==> config.mk <==
export PLATFORM = sky130hd
export DESIGN_NAME = rcpc_ctrl
export DESIGN_NICKNAME = d
export VERILOG_FILES = /design/src/hw/rtl/assert_macros.svh /design/src/hw/rtl/rcpc_pkg.sv /design/src/hw/rtl/rcpc_ctrl.sv
export SDC_FILE = /design/constraint.sdc
export NUM_CORES = 1
export LEC_CHECK = 0
export ABC_CLOCK_PERIOD_IN_PS = 3900
export BUFFER_PORTS_ARGS = -buffer_cell sky130_fd_sc_hd__buf_4
export CAP_MARGIN = 10
export CORE_AREA = 2 2 39 41
export CTS_CLUSTER_SIZE = 20
export DETAILED_ROUTE_END_ITERATION = 8
export DIE_AREA = 0 0 41 43
export PLACE_DENSITY = 0.72
export SKIP_LAST_GASP = 1
export SLEW_MARGIN = 30
export SYNTH_ARGS = -nofsm -noshare
export SYNTH_HDL_FRONTEND = slang
export SYNTH_SLANG_ARGS = --single-unit
==> constraint.sdc <==
create_clock -name aclk -period 3.9 [get_ports aclk]
set_clock_uncertainty 0.15 [all_clocks]
set_input_delay 0.78 -clock aclk [delete_from_list [all_inputs] [get_ports aclk]]
set_output_delay 0.78 -clock aclk [all_outputs]
set_load 0.02 [all_outputs]
==> src/hw/rtl/assert_macros.svh <==
// Assertion helpers used by the top-level RTL file
`ifndef ASSERT_MACROS_SVH
`define ASSERT_MACROS_SVH
`ifndef SYNTHESIS
`define ASSERT_IMPLY(lbl, clk, rstn, ante, cons) \
    lbl: assert property (@(posedge clk) disable iff (!rstn) (ante) |-> (cons)) \
        else $error("implication check failed");
`define ASSERT_NEVER(lbl, clk, rstn, cond) \
    lbl: assert property (@(posedge clk) disable iff (!rstn) !(cond)) \
        else $error("forbidden condition seen");
`else
`define ASSERT_IMPLY(lbl, clk, rstn, ante, cons)
`define ASSERT_NEVER(lbl, clk, rstn, cond)
`endif
`endif

==> src/hw/rtl/rcpc_pkg.sv <==
// ----------------------------------------------------------------------------
// rcpc_pkg
// Types and constants shared by the ray / convex solid clipping block.
// ----------------------------------------------------------------------------
package rcpc_pkg;

    localparam int WORD_W  = 48;
    localparam int TOL_W   = WORD_W - 1;
    localparam int CHUNK_W = 16;
    localparam int N_CHUNK = (WORD_W + CHUNK_W - 1) / CHUNK_W;
    localparam int TERMS   = 3;
    localparam int ACC_W   = 2 * WORD_W + 3;
    localparam int PROD_W  = WORD_W + CHUNK_W + 1;
    localparam logic [TOL_W-1:0] TOL_RESET = TOL_W'(66);

    typedef logic signed [WORD_W-1:0] word_t;

    typedef struct packed {
        logic  kind;
        word_t vec_x;
        word_t vec_y;
        word_t vec_z;
        word_t dir_x;
        word_t dir_y;
        word_t dir_z;
        word_t plane_offset;
        word_t enter_start;
        word_t leave_start;
        logic  negate_tol;
        logic  last_plane;
    } in_item_t;

    typedef struct packed {
        logic  hit;
        word_t enter_dist;
        word_t leave_dist;
    } out_item_t;

    localparam logic KIND_BEGIN = 1'b0;
    localparam logic KIND_PLANE = 1'b1;

    typedef enum logic [2:0] {
        ST_IDLE,
        ST_MAC,
        ST_DRAIN,
        ST_EVAL,
        ST_DECIDE,
        ST_DIV,
        ST_CHECK,
        ST_FIN
    } state_t;

    typedef struct packed {
        logic       load_begin;
        logic       load_plane;
        logic       mul_en;
        logic [1:0] term;
        logic [1:0] chunk;
        logic       eval;
        logic       par_test;
        logic       div_start;
        logic       update;
        logic       check;
        logic       emit;
    } cmd_t;

    typedef struct packed {
        logic rejected;
        logic parallel;
        logic last;
        logic div_done;
        logic out_busy;
    } status_t;

endpackage

==> src/hw/rtl/rcpc_ctrl.sv <==
// ----------------------------------------------------------------------------
// rcpc_ctrl
// Sequencer: accepts beats, steps the MAC passes, the divide and the
// interval checks, and launches the result.
// ----------------------------------------------------------------------------
module rcpc_ctrl (
    input  logic              aclk,
    input  logic              aresetn,
    input  logic              s_valid,
    input  logic              s_kind,
    output logic              s_ready,
    input  rcpc_pkg::status_t status,
    output rcpc_pkg::cmd_t    cmd
);
    import rcpc_pkg::*;

    state_t     state_reg, state_next;
    logic [1:0] term_reg, term_next;
    logic [1:0] chunk_reg, chunk_next;
    logic       accept;
    logic       mac_last;

    assign accept   = s_valid && (state_reg == ST_IDLE);
    assign mac_last = (term_reg == 2'(TERMS - 1)) && (chunk_reg == 2'(N_CHUNK - 1));

    // state and counters
    always_ff @(posedge aclk) begin
        if (!aresetn) begin
            state_reg <= ST_IDLE;
            term_reg  <= '0;
            chunk_reg <= '0;
        end else begin
            state_reg <= state_next;
            term_reg  <= term_next;
            chunk_reg <= chunk_next;
        end
    end

    // next state
    always_comb begin
        state_next = state_reg;
        term_next  = term_reg;
        chunk_next = chunk_reg;
        unique case (state_reg)
            ST_IDLE: begin
                term_next  = '0;
                chunk_next = '0;
                if (accept && s_kind == KIND_PLANE)
                    state_next = status.rejected ? ST_FIN : ST_MAC;
            end
            ST_MAC: begin
                if (chunk_reg == 2'(N_CHUNK - 1)) begin
                    chunk_next = '0;
                    term_next  = term_reg + 2'd1;
                end else begin
                    chunk_next = chunk_reg + 2'd1;
                end
                if (mac_last)
                    state_next = ST_DRAIN;
            end
            ST_DRAIN:  state_next = ST_EVAL;
            ST_EVAL:   state_next = ST_DECIDE;
            ST_DECIDE: state_next = status.parallel ? ST_CHECK : ST_DIV;
            ST_DIV: begin
                if (status.div_done)
                    state_next = ST_CHECK;
            end
            ST_CHECK:  state_next = ST_FIN;
            ST_FIN: begin
                if (!status.last || !status.out_busy)
                    state_next = ST_IDLE;
            end
            default:   state_next = ST_IDLE;
        endcase
    end

    // commands
    always_comb begin
        cmd            = '0;
        cmd.term       = term_reg;
        cmd.chunk      = chunk_reg;
        cmd.load_begin = accept && (s_kind == KIND_BEGIN);
        cmd.load_plane = accept && (s_kind == KIND_PLANE);
        cmd.mul_en     = (state_reg == ST_MAC);
        cmd.eval       = (state_reg == ST_EVAL);
        cmd.par_test   = (state_reg == ST_DECIDE) && status.parallel;
        cmd.div_start  = (state_reg == ST_DECIDE) && !status.parallel;
        cmd.update     = (state_reg == ST_DIV) && status.div_done;
        cmd.check      = (state_reg == ST_CHECK);
        cmd.emit       = (state_reg == ST_FIN) && status.last && !status.out_busy;
    end

    assign s_ready = (state_reg == ST_IDLE);

endmodule
* Yosys cells after proc, flatten, opt, wreduce, memory -nomap -nowiden *
Cells that the tools add are included.
W data, S select, Z words.

operators by class
  reductions and logical operators = 17
  multiplexer cells = 11
  add/sub/neg operators = 2
  equality and inequality tests = 14
  bitwise operators = 1

operators with widths
  operator               number
  $pmux W3 S8            1
  $mux W3                5
  $eq A3 B3 Y1 const B   4
  $logic_and A1 B1 Y1    9
  $pmux W2 S2            2
  $eq A3 B2 Y1 const B   2
  $mux W2                3
  $ne A2 B1 Y1 const B   3
  $add A2 B1 Y2 const B  2
  $eq A2 B2 Y1 const B   2
  $ne A2 B2 Y1 const B   2
  $reduce_and A4 Y1      1
  $eq A3 B1 Y1 const B   1
  $logic_not A1 Y1       3
  $logic_not A3 Y1       1
  $reduce_and A2 Y1      1
  $reduce_bool A2 Y1     1
  $logic_or A1 B1 Y1     1
  $not A1 Y1             1

word-level totals
  logic and storage cells = 48
  output and inout bits = 14
  input port bits = 9
  bits in registers = 7

* Longest topological paths before layout *
Gate-level depths: netlist of the first run.

  depth after elaboration = 5
  depth in mapped cells = 6

* Least setup slack after synthesis of the first run *
OpenSTA, ideal clock, no wires.

  path type = reg2out
  from = reg state_reg[0]
  to = out cmd[12] in the netlist's numbering
  data arrival time = 1.346 ns
  path buffers = 1
  setup slack = 1.624 ns
  required time = 2.970 ns
  stages on the path, launching flop included = 4
  cell sequence = dfxtp_1 -> buf_4 -> or3_4 -> nor3b_1

RTL lines
  element                   RTL line         RTL
  start: declaration        rcpc_ctrl.sv:17  state_t state_reg, state_next;
  start signal: assignment  rcpc_ctrl.sv:33  state_reg <= state_next;
  end: declaration          rcpc_ctrl.sv:13  output rcpc_pkg::cmd_t cmd

==> impl_metrics.py, run 1 <==
metrics = {
    "outcome": {
        "outcome": "finished, final reports clean",
    },
    "grt": {
        "grt_max_degree": 15,
        "grt_usage_pct": 16.6,
        "grt_pass1_wl_mm": 1.98,
        "grt_pass1_vias": 487,
        "antenna_found_initial": 0,
        "grt_overflow_total": 0,
    },
    "setup_path": {
        "cp_max_fo": 13,
        "crit_arrival_ps": 1490,
        "cp.required_ps": 2970,
        "worstReg2RegStart": "state_reg[0]",
        "ff2ff_path_depth": 3,
        "ff2ff_setup_slack_ps": 2330,
        "worstReg2RegEnd": "state_reg[1]",
        "endpoint": "cmd[12]",
        "worstSetupEndpointType": "output pin",
        "start_kind": "register",
        "crit_type": "reg -> out",
        "startpoint": "state_reg[1]",
    },
    "floorplan": {
        "io-pin-count": 23,
        "die_w_um": 41,
        "core_mm2": 0.00138,
        "fp-row-count": 14,
        "initial_core_util_pct": 37.2,
        "dieArea_mm2": 0.00176,
        "die_height_um": 43,
    },
    "cts": {
        "post_cts_buffers": 0,
        "numClockSinks": 7,
        "cts_resized": 0,
        "clock_path_buffers": 2,
        "cts.clk_slew.worst_paths_ps": 50,
        "insertion_delay_ps": 250,
        "cts_tree": "done",
        "cts_buffers": 3,
        "cts_max_level": 1,
        "cts_hold_buf": 0,
        "cts-root-buf": "clkbuf_4",
    },
    "route": {
        "vias": 534,
        "ant_nets": 0,
        "post_drt_wl_per_cell_um": 11.2,
        "first_pass_iters": 4,
        "drc_errors": 0,
        "drt_iter0_markers": 8,
        "routed_wl_mm": 1.17,
        "vias_per_cell": 5.09,
    },
    "yosys": {
        "yosys_warnings": 0,
        "syn-num-nets": 76,
        "synth_area_leaders": "dfxtp_1 27%, nor2_1 6.6%, nand2_1 5.1%",
        "ys_types": 34,
        "synthCells": 66,
        "synth_edf_count": 0,
        "ys_seq_area_share_pct": 27.3,
        "ys_ff_latch": 7,
        "synth_top_area_share_pct": 27.3,
        "synth_flop_cell": "dfxtp_1",
        "async_reset_ff_share_pct": 0,
        "synth_largest_area_cell": "dfxtp_1",
        "syn_area_um2": 514,
        "avgSynthCellArea_um2": 7.79,
    },
    "timing": {
        "setup_viol": 0,
        "rsz0062_at_grt": "no",
        "hold_viol": 0,
        "fin_crit_sh_pct": 62.1,
        "slew-limit-headroom_pct": 71.0,
        "fin_ws_ps": 1480,
        "fin_tns_setup_ps": 0,
        "fin_crit_ps": 2420,
        "fmax_mhz": 413,
        "worst_pin_slew_ps": 434,
        "finalMaxSlewViolations": 0,
    },
    "final_layout": {
        "mostFrequentLayoutCell": "buf_4",
        "drive_gt1_share_pct": 40.4,
        "nets": 100,
        "final_util_pct": 50.7,
        "final_cell_area_um2": 702,
        "diodes": 0,
        "area_growth_syn_to_layout_pct": 36.5,
        "largest_reg_flops": 3,
        "final_cell_mix": "22 x buf_4, 9 x nor2_1, 7 x nand2_1, 7 x dfxtp_1, 4 x inv_1",
    },
    "pwr": {
        "p_per_area_mw_per_mm2": 676,
        "p_leak_uw": 0.000330,
        "ir_drop_v": 0.000331,
        "finalPower_uw": 475,
    },
    "placed_design": {
        "dp_slack_ps": 1680,
        "numPortBuffers": 22,
        "hpwl_um": 894,
        "gp_congestion": 0.794,
        "dpl_cell_area_um2": 676,
    },
    "flow_run": {
        "maxCapViolCount": 0,
    },
    "min_path": {
        "hold_path_class": "reg -> reg",
    },
}
## final cells by class
| class | count | area, um^2 |
|---|---|---|
| clock buffers | 4 | 26.3 |
| fillers | 141 | 682 |
| inverters | 5 | 18.8 |
| multi-input cells | 51 | 332 |
| flip-flops and latches | 7 | 140 |
| well taps | 16 | 20.0 |
| repair buffers | 22 | 165 |
## worst min-delay path by stage
stage	end	depth (start not counted)	slack, ps	start
after floorplan	state_reg[2]	2	450	state_reg[1]
after global placement	term_reg[1]	2	430	term_reg[1]
after detailed placement	chunk_reg[1]	2	440	chunk_reg[0]
after CTS	chunk_reg[1]	2	460	chunk_reg[0]
after global routing	chunk_reg[1]	2	480	chunk_reg[0]
final	chunk_reg[1]	2	450	chunk_reg[0]
## worst max-delay path, stage by stage (launching register included)
cell	delay, ps
dfxtp_1	430
or3_4	450
nor3b_1	190
buf_4	170
## per-stage QoR
step | cells | hold slack [ps]
after floorplan | 66 | 448
after global placement | 101 | 426
after detailed placement | 101 | 439
after CTS | 105 | 456
after global routing | 105 | 484
final | 105 | 447
## routing by layer
metal  global-route usage (%)  part of all wire, %
met1                     21.1                   44
met2                     24.7                   49
met3                     3.14                  4.1
met4                     10.0                  2.3
met5                        0                    0
## report_power, final
part / switching (uW) / leakage [uW] / internal, uW
Sequential: 49.7 / 0.0000571 / 90.5
Clock: 27.7 / 0.0000150 / 39.1
Combinational: 133 / 0.000258 / 135
## cell usage after synthesis (2+ instances only)
master and count:
a21o_1 2, a21oi_1 3, a22oi_1 2, dfxtp_1 7
inv_1 4, nand2_1 7, nand2b_1 2, nor2_1 9
nor2b_1 2, nor3_1 2, nor3b_1 2, o21a_1 2
## kinds of logic (layout without fill, tap and decap cells)
logic type                 count (synthesis)  after routing  synth area share [%]
and+or+nand+nor                           33             33                  35.3
AOI/OAI and AO/OA                         15             15                  21.7
buffers and inverters                      8             31                  8.27
DFF                                        7              7                  27.2
muxes                                      2              2                  5.11
adders and majority gates                  1              1                  2.43
Power figures use the tool's default switching activity.
==> run 2, diff against run 1 <==
--- a/config.mk
+++ b/config.mk
@@ -5,14 +5,15 @@
 export SDC_FILE = /design/constraint.sdc
 export NUM_CORES = 1
 export LEC_CHECK = 0
-export ABC_CLOCK_PERIOD_IN_PS = 3900
+export ABC_AREA = 1
+export ABC_CLOCK_PERIOD_IN_PS = 2400
 export BUFFER_PORTS_ARGS = -buffer_cell sky130_fd_sc_hd__buf_4
 export CAP_MARGIN = 10
 export CORE_AREA = 2 2 39 41
 export CTS_CLUSTER_SIZE = 20
 export DETAILED_ROUTE_END_ITERATION = 8
 export DIE_AREA = 0 0 41 43
-export PLACE_DENSITY = 0.72
+export PLACE_DENSITY = 0.74
 export SKIP_LAST_GASP = 1
 export SLEW_MARGIN = 30
 export SYNTH_ARGS = -nofsm -noshare
==> constraint.sdc (replaced) <==
create_clock -name aclk -period 2.4 [get_ports aclk]
set_clock_uncertainty 0.15 [all_clocks]
set_input_delay 0.48 -clock aclk [delete_from_list [all_inputs] [get_ports aclk]]
set_output_delay 0.48 -clock aclk [all_outputs]
set_load 0.02 [all_outputs]
==> run 2 against run 1 <==
  * Global-route usage fell by 1.5 points
  * Largest power group unchanged
  * Routed wire length up 0.77%
  * Clock power rose by 56%
  * Critical path depth stayed put
  * Area after synthesis up 5.4%
  * Combinational power rose by 72%
  * Final area increased by 4.6%
  * First-iteration DRC count is 38% higher
  * Non-clock buffer count unchanged
  * Highest routed layer unchanged
  * Sequential power up 36%
  * Setup slack got worse by 970 ps
  * Total power is 59% higher
==> impl_metrics.py, run 2 <==
metrics = {
    "pwr": {
        "comb_power_share_pct": 61.1,
        "p_per_area_mw_per_mm2": 1030,
        "p_leak_uw": 0.000406,
        "p_int_uw": 382,
        "finalPower_uw": 755,
        "ir_drop_v": 0.000530,
        "seqPwrFrac_pct": 25.2,
        "p_switching_uw": 372,
        "clkPwrFrac_pct": 13.7,
        "switching_share_pct": 49.3,
    },
    "timing": {
        "rsz0062_at_grt": "no",
        "fmax_mhz": 528,
        "fin_crit_ps": 1890,
        "setup_viol": 0,
        "fin_crit_sh_pct": 78.9,
        "hold_viol": 0,
        "fin_tns_setup_ps": 0,
        "slew-limit-headroom_pct": 81.6,
        "finalMaxSlewViolations": 0,
        "fin_ws_ps": 506,
        "worst_pin_slew_ps": 275,
    },
    "cts": {
        "cts_tree": "done",
        "numClockSinks": 7,
        "cts_max_level": 1,
        "cts-root-buf": "clkbuf_4",
        "post_cts_buffers": 0,
        "clock_path_buffers": 2,
        "insertion_delay_ps": 250,
        "cts.clk_slew.worst_paths_ps": 50,
        "cts_resized": 0,
        "cts_buffers": 3,
        "cts_hold_buf": 0,
    },
    "floorplan": {
        "initial_core_util_pct": 39.2,
        "die_w_um": 41,
        "io-pin-count": 23,
        "dieArea_mm2": 0.00176,
        "core_mm2": 0.00138,
        "fp-row-count": 14,
        "die_height_um": 43,
    },
    "route": {
        "ant_nets": 0,
        "vias": 607,
        "post_drt_wl_per_cell_um": 9.08,
        "vias_per_cell": 4.67,
        "drt_iter0_markers": 11,
        "routed_wl_mm": 1.18,
        "drc_errors": 0,
        "first_pass_iters": 4,
    },
    "final_layout": {
        "mostFrequentLayoutCell": "buf_4",
        "final_util_pct": 53.1,
        "largest_reg_flops": 3,
        "area_growth_syn_to_layout_pct": 35.6,
        "final_cell_area_um2": 734,
        "nets": 125,
        "diodes": 0,
        "drive_gt1_share_pct": 31.6,
        "final_cell_mix": "22 x buf_4, 19 x nand2_1, 16 x nor2_1",
    },
    "yosys": {
        "synth_area_leaders": "dfxtp_1 26%, nand2_1 13%, nor2_1 11%",
        "async_reset_ff_share_pct": 0,
        "yosysMostFrequentCell": "nand2_1",
        "synth_largest_area_cell": "dfxtp_1",
        "avgSynthCellArea_um2": 6.02,
        "synth_flop_cell": "dfxtp_1",
        "synthTopCellsByCount": "19 x nand2_1, 16 x nor2_1, 15 x inv_1",
        "synthCells": 90,
        "ys_types": 18,
        "syn_area_um2": 542,
        "ys_ff_latch": 7,
        "ys_seq_area_share_pct": 25.9,
        "syn-num-nets": 100,
        "synth_top_area_share_pct": 25.9,
        "yosys_warnings": 0,
        "synth_edf_count": 0,
    },
    "grt": {
        "antenna_found_initial": 0,
        "grt_overflow_total": 0,
        "busiest_layer": "met2",
        "grt_pass1_vias": 490,
        "grt_usage_pct": 15.1,
        "grt_pass1_wl_mm": 1.83,
        "gr-usage-met3_pct": 5.24,
        "grt_max_degree": 10,
        "met1_usage_pct": 17.3,
        "met2_usage_pct": 24.4,
    },
    "outcome": {
        "outcome": "finished, final reports clean",
    },
    "flow_run": {
        "maxCapViolCount": 0,
    },
    "setup_path": {
        "cp_slowest_stage_delay_ps": 470,
        "cp_slowest_cell": "dfxtp_1",
        "crit_type": "reg -> out",
        "crit_arrival_ps": 1260,
        "cp.required_ps": 1770,
        "path_cells": "inv_1 > nor3_1 > buf_4",
        "critPathTopFamily": "flip-flops",
        "cp_max_fo": 8,
        "worstSetupEndpointType": "output pin",
        "ff2ff_setup_slack_ps": 1010,
        "worstReg2RegStart": "state_reg[1]",
        "crit_buf_inv": 2,
        "start_kind": "register",
        "startpoint": "state_reg[1]",
    },
    "placed_design": {
        "dp_slack_ps": 781,
        "gp_congestion": 0.741,
        "hpwl_um": 988,
        "dpl_cell_area_um2": 708,
        "numPortBuffers": 22,
    },
    "min_path": {
        "hp-start": "term_reg[1]",
        "hold_path_class": "reg -> reg",
    },
}
-- run 2: cell count changes in the layout (fill, tap and decap cells not counted), moves of 2 or more --
cell / before / now
a21oi_1: 3 / 5
a21o_1: 2 / 0
nor3_1: 2 / 6
inv_1: 4 / 15
nor2_2: 1 / 5
nor2b_1: 2 / 0
nor2_1: 9 / 16
nand2_1: 7 / 19
nand2b_1: 2 / 0
a22oi_1: 2 / 0
nand3_1: 1 / 5
nor3b_1: 2 / 0
o21a_1: 2 / 0
nand2_2: 0 / 2
-- run 2: stage by stage --
stage          hold WS [ps]  instances
4_1_cts                 334        130
2_1_floorplan           383         90
3_5_place_dp            330        126
6_report                335        130
3_3_place_gp            323        126
5_1_grt                 347        130
-- run 2: power by group through the flow --
stage	registers (uW)	clock network [uW]	logic (uW)
2_1_floorplan	173	0	368
3_3_place_gp	189	0	459
3_5_place_dp	192	0	462
4_1_cts	189	109	466
5_1_grt	195	118	513
6_report	190	104	461
-- run 2: worst min-delay path: cells and delay by family, from the launching register on --
kind	cells	cell delay, ps
compound gates	1	50
flops	1	320
simple gates	1	70
-- run 2: cells by family (layout without fill, tap and decap cells) --
| family | after synthesis | in the layout | synth area share [%] |
|---|---|---|---|
| AO/OA/AOI/OAI | 9 | 9 | 10.9 |
| buffers and inverters | 18 | 42 | 14.5 |
| AND/OR/NAND/NOR | 55 | 55 | 46.4 |
| flip-flops | 7 | 7 | 25.9 |
| adder cells (fa/ha/maj) | 1 | 1 | 2.31 |
-- run 2: final cells by class --
| class | count | area (um^2) |
|---|---|---|
| sequential | 7 | 140 |
| tap | 16 | 20.0 |
| multi-input combinational | 65 | 323 |
| inverter | 16 | 60.1 |
| clock buffer | 4 | 26.3 |
| fill | 144 | 649 |
| timing repair buffer | 22 | 165 |
-- run 2: path summary, 6_finish.rpt --
| check | end | cells past startpoint |
|---|---|---|
| max reg2reg | state_reg[2] | 7 |
| max | cmd[1] | 3 |
| min | term_reg[1] | 2 |
| min reg2reg | term_reg[1] | 2 |
-- run 2: metal layers --
metal,wire [um],vias up
li1,-,328
met5,0,-
met3,80,2
met1,517,261
met2,578,16
met4,5,0
==> run 3, diff against run 2 <==
--- a/config.mk
+++ b/config.mk
@@ -6,14 +6,14 @@
 export NUM_CORES = 1
 export LEC_CHECK = 0
 export ABC_AREA = 1
-export ABC_CLOCK_PERIOD_IN_PS = 2400
+export ABC_CLOCK_PERIOD_IN_PS = 1700
 export BUFFER_PORTS_ARGS = -buffer_cell sky130_fd_sc_hd__buf_4
 export CAP_MARGIN = 10
-export CORE_AREA = 2 2 39 41
+export CORE_MARGIN = 2
+export CORE_UTILIZATION = 40
 export CTS_CLUSTER_SIZE = 20
 export DETAILED_ROUTE_END_ITERATION = 8
-export DIE_AREA = 0 0 41 43
-export PLACE_DENSITY = 0.74
+export PLACE_DENSITY = 0.76
 export SKIP_LAST_GASP = 1
 export SLEW_MARGIN = 30
 export SYNTH_ARGS = -nofsm -noshare
==> constraint.sdc (replaced) <==
create_clock -name aclk -period 1.7 [get_ports aclk]
set_clock_uncertainty 0.15 [all_clocks]
set_input_delay 0.34 -clock aclk [delete_from_list [all_inputs] [get_ports aclk]]
set_output_delay 0.34 -clock aclk [all_outputs]
set_load 0.02 [all_outputs]
==> run 3 against run 2 <==
  * Setup slack lost 480 ps
  * First-iteration DRC count grew 18%
  * Clock power grew 50%
  * Register-to-register slack worse by 690 ps
  * Critical path type unchanged
  * Highest routed layer is now met3
  * Sequential share of layout area rose by 0.16 points
  * Largest power group unchanged
  * Worst hold slack got worse by 140 ps
==> impl_metrics.py, run 3 (synthesized netlist as in run 2, its figures left out) <==
metrics = {
    "outcome": {
        "outcome": "finished, final reports clean",
    },
    "floorplan": {
        "die_w_um": 40.8,
        "io-pin-count": 23,
        "die_height_um": 40.8,
        "fp-row-count": 13,
        "dieArea_mm2": 0.00166,
        "core_mm2": 0.00128,
        "initial_core_util_pct": 42.2,
    },
    "placed_design": {
        "dpl_cell_area_um2": 707,
        "hpwl_um": 969,
        "gp_congestion": 0.746,
        "dp_slack_ps": 183,
        "numPortBuffers": 22,
        "placed_cells": 125,
    },
    "setup_path": {
        "crit_arrival_ps": 1180,
        "worstReg2RegStart": "term_reg[0]",
        "ff2ff_path_depth": 9,
        "start_kind": "register",
        "ff2ff_setup_slack_ps": 320,
        "worstReg2RegEnd": "state_reg[2]",
        "cp.required_ps": 1210,
        "crit_type": "reg -> out",
        "worstSetupEndpointType": "output pin",
        "cp_max_fo": 7,
    },
    "final_layout": {
        "nets": 128,
        "drive_gt1_share_pct": 37.6,
        "final_cell_area_um2": 787,
        "largest_reg_flops": 3,
        "layoutNonFillerInstCount": 132,
        "diodes": 0,
        "final_cell_mix": "25 x buf_4, 18 x nand2_1, 16 x nor2_1",
        "mostFrequentLayoutCell": "buf_4",
        "area_growth_syn_to_layout_pct": 45.3,
    },
    "grt": {
        "grt_overflow_total": 0,
        "antenna_found_initial": 0,
        "grt_usage_pct": 16.6,
        "grt_max_degree": 10,
        "grt_pass1_vias": 461,
        "grt_pass1_wl_mm": 1.77,
    },
    "cts": {
        "cts_hold_buf": 0,
        "clock_path_buffers": 2,
        "cts_buffers": 3,
        "cts_tree": "done",
        "insertion_delay_ps": 250,
        "cts.clk_slew.worst_paths_ps": 60,
        "numClockSinks": 7,
        "cts_max_level": 1,
        "cts-root-buf": "clkbuf_4",
    },
    "pwr": {
        "clkPwrFrac_pct": 13.3,
        "finalPower_uw": 1170,
        "p_switching_uw": 572,
        "p_int_uw": 600,
        "switching_share_pct": 48.8,
        "p_leak_uw": 0.000427,
        "p_per_area_mw_per_mm2": 1490,
        "seqPwrFrac_pct": 25.2,
        "ir_drop_v": 0.000633,
        "comb_power_share_pct": 61.5,
    },
    "route": {
        "vias": 635,
        "first_pass_iters": 4,
        "ant_nets": 0,
        "vias_per_cell": 4.81,
        "drc_errors": 0,
        "post_drt_wl_per_cell_um": 9.94,
        "drt_iter0_markers": 13,
        "routed_wl_mm": 1.31,
    },
    "timing": {
        "rsz0062_at_grt": "yes",
        "fmax_mhz": 599,
        "setup_viol": 0,
        "fin_crit_sh_pct": 98.2,
        "finalMaxSlewViolations": 0,
        "fin_ws_ps": 30.9,
        "fin_crit_ps": 1670,
        "worst_pin_slew_ps": 199,
        "hold_viol": 0,
        "fin_tns_setup_ps": 0,
        "slew-limit-headroom_pct": 86.7,
    },
    "min_path": {
        "hold_path_class": "in -> reg",
        "hold_end": "state_reg[1]",
        "hp-start": "aresetn",
        "whs_path_depth": 3,
    },
    "flow_run": {
        "maxCapViolCount": 0,
    },
}
run 3: worst max-delay path by stage:
stage                            start      end  slack (ps)  depth (start not counted)
final                     state_reg[1]  cmd[12]          30                          4
after global routing      state_reg[1]  cmd[12]         -20                          4
after CTS                 state_reg[1]  cmd[11]          -6                          4
after detailed placement  state_reg[1]   cmd[0]         180                          5
after global placement    state_reg[2]   cmd[0]         250                          5
after floorplan           state_reg[1]  cmd[11]         100                          4
run 3: through the flow:
stage               hold WS [ps]  util [%]
finish                       197      61.2
global route                 197      61.2
CTS                          191      57.4
detailed placement           330      55.0
global placement             323      55.0
floorplan                    311         -
run 3: power groups by stage:
stage / registers (uW) / logic (uW) / clock network (uW)
6_report: 296 / 720 / 156
5_1_grt: 306 / 795 / 173
4_1_cts: 274 / 653 / 160
3_5_place_dp: 271 / 649 / 0
3_3_place_gp: 268 / 649 / 0
2_1_floorplan: 245 / 520 / 0
run 3: cell type report:
type	instances	area, um^2
fill	125	498
timing repair buffer	25	188
multi-input combinational	65	340
clock buffer	4	26.3
tap	15	18.8
inverter	16	62.6
sequential	7	151
run 3: what timing repair did:
item                                    4_1_cts  5_1_grt
gates resized for setup                       3        8
setup buffers                                 0        3
endpoints found under the setup margin        4        5
run 3: worst max-delay path, stage by stage (launching register included):
cell and delay, ps:
dfxtp_4 370, nor2_4 140, nand2_2 100, nor3_1 140
buf_4 170
run 3: metal layers:
metal	routed length (um)	share of wire [%]	vias to the layer above	track usage [%]
met5	0	0	-	0
met1	558	43	274	18.9
li1	-	-	333	-
met2	652	50	28	28.1
met4	0	0	0	10.0
met3	100	7.6	0	3.26
